<file path="src/slir_pkg.sv">
// Shared types and constants for the sorted list insert/remove block.
package slir_pkg;

    localparam int CAPACITY = 16;
    localparam int CNT_W    = $clog2(CAPACITY + 1);
    localparam int VAL_W    = 32;
    localparam int OUT_CNT_W = 5;

    localparam logic KIND_INSERT = 1'b0;
    localparam logic KIND_REMOVE = 1'b1;

    localparam logic [1:0] ST_INSERTED  = 2'd0;
    localparam logic [1:0] ST_REMOVED   = 2'd1;
    localparam logic [1:0] ST_NOT_FOUND = 2'd2;
    localparam logic [1:0] ST_FULL      = 2'd3;

    // Broadcast to every cell of the chain
    typedef struct packed {
        logic                    ins_en;
        logic                    rem_en;
        logic signed [VAL_W-1:0] value;
    } t_req;

    // Reported count is the stored count masked to the field width
    function automatic logic [OUT_CNT_W-1:0] f_out_count(input logic [CNT_W-1:0] cnt);
        logic [31:0] wide;
        wide = 32'(cnt);
        return wide[OUT_CNT_W-1:0];
    endfunction

endpackage

</file>
<file path="src/slir_cell.sv">
// One entry of the sorted chain: compare against the request and shift left or right.
module slir_cell
    import slir_pkg::*;
(
    input  logic                    i_clk,
    input  t_req                    i_req,
    input  logic                    i_occ,
    input  logic                    i_left_gt,
    input  logic signed [VAL_W-1:0] i_left_val,
    input  logic signed [VAL_W-1:0] i_right_val,
    output logic signed [VAL_W-1:0] o_val,
    output logic                    o_gt,
    output logic                    o_eq
);

    logic signed [VAL_W-1:0] r_val;
    logic signed [VAL_W-1:0] n_val;
    logic                    w_ge;

    assign o_gt = i_occ && (i_req.value > r_val);
    assign o_eq = i_occ && (i_req.value == r_val);
    assign w_ge = i_occ && (r_val >= i_req.value);
    assign o_val = r_val;

    always_comb begin
        n_val = r_val;
        if (i_req.ins_en && !o_gt) begin
            // first non-smaller slot takes the new value, cells after it move right
            n_val = i_left_gt ? i_req.value : i_left_val;
        end else if (i_req.rem_en && w_ge) begin
            n_val = i_right_val;
        end
    end

    always_ff @(posedge i_clk) begin
        r_val <= n_val;
    end

endmodule

</file>
<file path="src/sorted_list_insert_remove_core.sv">
// Sorted list insert/remove core: top level with request register and cell chain.
//
// Keeps up to CAPACITY signed 32-bit values in ascending order in a chain of
// cells. Input channel: i_valid/o_ready with i_kind (0 insert, 1 remove) and
// i_value. Output channel: o_valid/i_ready with o_status, o_entry_count and
// o_is_vacant; every request yields exactly one result.
// Timing: a request is registered in the cycle it is accepted; once the
// output register is free, every cell compares in parallel and shifts by one
// place, and the result is loaded into the output register, raising o_valid.
// One request is in flight at a time: a new request is taken only after the
// register-then-update cell step of the previous one is done.
// A new request is accepted while a previous result still waits on i_ready.
// If the receiver stalls, the pending request holds until the output register
// frees up, and o_ready stays low meanwhile.
// Reset (i_rst_n low, synchronous) empties the list and drops any pending
// request or result. Inserting into a full list leaves it unchanged and
// reports status 3; removing an absent value reports status 2.
module sorted_list_insert_remove_core
    import slir_pkg::*;
(
    input  logic                    i_clk,
    input  logic                    i_rst_n,
    input  logic                    i_valid,
    output logic                    o_ready,
    input  logic                    i_kind,
    input  logic signed [VAL_W-1:0] i_value,
    output logic                    o_valid,
    input  logic                    i_ready,
    output logic [1:0]              o_status,
    output logic [OUT_CNT_W-1:0]    o_entry_count,
    output logic                    o_is_vacant
);

    logic                    r_busy;
    logic                    r_kind;
    logic signed [VAL_W-1:0] r_value;
    logic [CNT_W-1:0]        r_count;
    logic [CNT_W-1:0]        n_count;
    logic                    r_out_valid;
    logic [1:0]              r_status;
    logic [1:0]              n_status;
    logic [OUT_CNT_W-1:0]    r_out_count;
    logic                    r_vacant;

    logic                    w_exec;
    logic                    w_full;
    logic                    w_found;
    t_req                    w_req;

    logic [CAPACITY-1:0]     w_occ;
    logic [CAPACITY-1:0]     w_gt;
    logic [CAPACITY-1:0]     w_eq;
    logic signed [VAL_W-1:0] w_val [CAPACITY];

    assign o_ready = !r_busy;
    assign w_exec  = r_busy && (!r_out_valid || i_ready);
    assign w_full  = (r_count == CNT_W'(CAPACITY));
    assign w_found = |w_eq;

    assign w_req.value  = r_value;
    assign w_req.ins_en = w_exec && (r_kind == KIND_INSERT) && !w_full;
    assign w_req.rem_en = w_exec && (r_kind == KIND_REMOVE) && w_found;

    genvar g;
    generate
        for (g = 0; g < CAPACITY; g++) begin : g_cell
            assign w_occ[g] = (32'(g) < 32'(r_count));

            slir_cell u_cell (
                .i_clk       (i_clk),
                .i_req       (w_req),
                .i_occ       (w_occ[g]),
                .i_left_gt   ((g == 0) ? 1'b1 : w_gt[(g == 0) ? 0 : g - 1]),
                .i_left_val  (w_val[(g == 0) ? 0 : g - 1]),
                .i_right_val (w_val[(g == CAPACITY - 1) ? g : g + 1]),
                .o_val       (w_val[g]),
                .o_gt        (w_gt[g]),
                .o_eq        (w_eq[g])
            );
        end
    endgenerate

    always_comb begin
        n_count  = r_count;
        n_status = ST_NOT_FOUND;
        if (r_kind == KIND_INSERT) begin
            if (w_full) begin
                n_status = ST_FULL;
            end else begin
                n_status = ST_INSERTED;
                n_count  = r_count + CNT_W'(1);
            end
        end else if (w_found) begin
            n_status = ST_REMOVED;
            n_count  = r_count - CNT_W'(1);
        end
    end

    always_ff @(posedge i_clk) begin
        if (!i_rst_n) begin
            r_busy      <= 1'b0;
            r_out_valid <= 1'b0;
            r_count     <= '0;
        end else begin
            if (i_valid && o_ready) begin
                r_busy <= 1'b1;
            end else if (w_exec) begin
                r_busy <= 1'b0;
            end
            if (w_exec) begin
                r_out_valid <= 1'b1;
                r_count     <= n_count;
            end else if (i_ready) begin
                r_out_valid <= 1'b0;
            end
        end
    end

    always_ff @(posedge i_clk) begin
        if (i_valid && o_ready) begin
            r_kind  <= i_kind;
            r_value <= i_value;
        end
        if (w_exec) begin
            r_status    <= n_status;
            r_out_count <= f_out_count(n_count);
            r_vacant    <= (n_count == '0);
        end
    end

    assign o_valid       = r_out_valid;
    assign o_status      = r_status;
    assign o_entry_count = r_out_count;
    assign o_is_vacant   = r_vacant;

endmodule

</file>
<file path="config.mk">
export PLATFORM = sky130hd
export DESIGN_NAME = sorted_list_insert_remove_core
export DESIGN_NICKNAME = d
export VERILOG_FILES = /design/src/slir_pkg.sv /design/src/slir_cell.sv /design/src/sorted_list_insert_remove_core.sv
export SDC_FILE = /design/constraint.sdc
export NUM_CORES = 2
export LEC_CHECK = 0
export BUFFER_PORTS_ARGS = -buffer_cell sky130_fd_sc_hd__buf_4
export CAP_MARGIN = 40
export CORE_UTILIZATION = 65
export DETAILED_ROUTE_END_ITERATION = 16
export PLACE_DENSITY = 0.78
export SYNTH_ARGS = -nofsm -noshare
export SYNTH_HDL_FRONTEND = slang
export SYNTH_SLANG_ARGS = --single-unit
export TNS_END_PERCENT = 10
</file>
<file path="constraint.sdc">
create_clock -name i_clk -period 8.71 [get_ports i_clk]
set_input_delay 0.4355 -clock i_clk [delete_from_list [all_inputs] [get_ports i_clk]]
set_output_delay 0.4355 -clock i_clk [all_outputs]
set_load 0.01 [all_outputs]
</file>
==> impl_metrics.tcl <==
set metrics [dict create \
    outcome "completed" \
    cts_made_buffers 66 \
    numPortBuffers 46 \
    synth_edf_count 553 \
    h-tree-depth 3 \
    ctsResizeCount 0 \
    hp-class "input port to register" \
    fin_crit_sh 0.733 \
    final_nets 4574 \
    clockRootBuffer "clkbuf_16" \
    dp_hpwl_mm 88.6 \
    vias 33200 \
    timing.rr.end "g_cell[5].u_cell.o_val[8]" \
    path_clk_slew_ns 0.06 \
    core-area_mm2 0.0595 \
    grt_use_total 0.396 \
    die_x_um 248 \
    hold_violations 0 \
    rows 89 \
    floorplan.initialDensity 0.662 \
    routedWlPerCell_um 25.2 \
    drt_iter0_drc 4597 \
    hold_depth 1 \
    finalSetupViolCount 0 \
    r2r-start "r_value[21]" \
    syn_avg_cell_area_um2 9.78 \
    hold_path_end "r_value[19]" \
    ys.warnings.count 0 \
    p_leak_nw 18.2 \
    worstSkewPairLatency_ns 0.62 \
    grt_start_max_net_pins 67 \
    syn_inst 4029 \
    syn_nets 4582 \
    p_int_mw 4.98 \
    grt_pass1_vias 31300 \
    seqPwrFrac 0.466 \
    synth.yosys.seq_area_share 0.425 \
    netlist_area_mm2 0.0394 \
    fmax_ghz 0.157 \
    dieArea_mm2 0.0616 \
    worstRegToRegCells 12 \
    min_period_ns 6.39 \
    p_sw_mw 1.80 \
    critPathCaptureType "register" \
    drt_drc_violations_left 0 \
    drive_gt1_frac 0.0714 \
    worst-path-max-fanout 35 \
    grt_overflow 0 \
    utilization 0.724 \
    vias_per_cell 6.87 \
    slew_headroom 0.348 \
    critPathKind "register to register" \
    cts_num_sinks 560 \
    antenna_found_initial 2 \
    tns_ns 0 \
    area_growth_pct 9.25 \
    synthFlopType "edfxtp_1" \
    rsz0062_at_grt "no" \
    grt_pass1_wl_mm 184 \
    synthDistinctLibCells 79 \
    firstDrtPassIters 6 \
    start_kind "register" \
    critPathArrivalTime_ns 6.64 \
    placed_area_mm2 0.0408 \
    cts_tree "done" \
    power_frac_clock 0.401 \
    tightest_slew_ns 0.968 \
    layout_commonest_cell "edfxtp_1" \
    swShare 0.266 \
    final_cell_mix "edfxtp_1, ha_1, a21oi_1" \
    finalClockSkew_ns 0.0335 \
    async_flop_share 0 \
    final_cell_area_mm2 0.0430 \
    fp.dieH_um 248 \
    clockBufferDepth 3 \
    gp_congestion 0.969 \
    reg2reg_slack_ns 2.32 \
    slew_violations 0 \
    wl_mm 122 \
    powerDensity_mw_per_mm2 158 \
    hp-start "i_value[19]" \
    power_frac_comb 0.133 \
    finalPower_mw 6.78 \
    pin_count 47 \
    maxCapViolations 0 \
    synth-seq-cells 560 \
    post-cts-setup-buffer-count 0 \
    postRouteAntennaNets 0 \
    vdd_ir_drop_max_mv 0.138 \
    cp.required_ns 8.96 \
]
synth_stat cells (all sizes together) (8+ instances only):
master	instances	area (um^2)
a2111oi	9	106
a211oi	15	113
a21o	181	1360
a21oi	507	2540
a31oi	34	228
and2	11	68.8
buf	65	333
clkbuf	160	601
clkinv	32	120
edfxtp	553	16600
ha	516	6460
inv	104	390
mux2	33	372
mux2i	237	2380
nand2	335	1260
nand2b	12	75.1
nand3	32	160
nand4	122	769
nor2	427	1610
nor2b	30	188
nor3	24	130
nor4	31	200
o211ai	17	128
o21a	32	240
o21ai	404	2020
o22ai	8	50.1
kinds of logic after synthesis:
family,Yosys count,share of synthesized area
AND/OR/NAND/NOR,1064,0.120
XOR/XNOR,5,0.00111
flip-flops,560,0.425
multiplexers,270,0.0698
buffers and inverters,361,0.0367
adder cells (fa/ha/maj),516,0.164
AO/OA/AOI/OAI,1253,0.183
cell type report:
class,instances,area (um^2)
Tap cell,773,967
Fill cell,4364,16400
Antenna cell,1,2.50
Timing Repair Buffer,149,1220
Sequential cell,560,16700
Inverter,136,510
Clock buffer,81,1780
Clock inverter,29,263
Multi-Input combinational cell,3108,21500
metal layers:
metal / routed length [um] / vias up / GRT usage
met2: 52100 / 2270 / 0.592
met4: 6030 / 0 / 0.180
li1: - / 15000 / -
met5: 0 / - / 0
met3: 15300 / 344 / 0.0814
met1: 48400 / 15600 / 0.554
timing repair:
item / in CTS / in global routing
hold endpoints to repair: 16 / 0
hold buffers: 16 / 0
endpoints found under the setup margin: 0 / 0
registers in the layout, indices dropped and copies added, names as in the netlist:
| name | cells |
|---|---|
| g_cell.u_cell.o_val | 512 |
| o_entry_count | 5 |
| o_is_vacant | 1 |
| o_status | 2 |
| o_valid | 1 |
| r_busy | 1 |
| r_count | 5 |
| r_kind | 1 |
| r_value | 32 |
worst max-delay path by stage:
stage           startpoint                          to  slack [ns]  cells after the start
2_1_floorplan  r_value[21]  g_cell[11].u_cell.o_val[0]        2.50                     13
3_3_place_gp   r_value[21]  g_cell[5].u_cell.o_val[10]        2.62                     12
3_5_place_dp   r_value[21]   g_cell[5].u_cell.o_val[8]        2.51                     12
4_1_cts        r_value[21]   g_cell[5].u_cell.o_val[8]        2.41                     12
5_1_grt        r_value[21]   g_cell[5].u_cell.o_val[8]        2.04                     12
6_report       r_value[21]   g_cell[5].u_cell.o_val[8]        2.32                     12
worst max-delay path: stages, from the launching register on:
cell,delay [ns]
edfxtp_1,0.69
clkinv_1,0.87
ha_1,0.64
nand4_1,0.14
nor4_1,0.80
nor2_1,0.08
a31oi_1,0.18
o31ai_1,0.15
mux2i_4,0.71
buf_4,0.45
a21oi_1,0.13
a211oi_4,0.73
buf_4,0.44
power groups by stage:
stage / Sequential (mW) / Combinational [mW] / Clock [mW]
floorplan: 3.15 / 0.604 / 0
CTS: 3.15 / 0.878 / 2.72
detailed placement: 3.21 / 0.864 / 0
global route: 3.17 / 0.987 / 2.82
finish: 3.16 / 0.899 / 2.72
global placement: 3.21 / 0.833 / 0
stage by stage:
step | worst slack [ns] | hold WS [ns] | std cells
detailed placement | 2.51 | 0.503 | 4709
floorplan | 2.50 | 0.518 | 4029
finish | 2.32 | 0.0139 | 4837
global placement | 2.62 | 0.507 | 4703
CTS | 2.41 | 0.00139 | 4835
global route | 2.04 | -0.00145 | 4837
(Power assumes the default switching activity.)
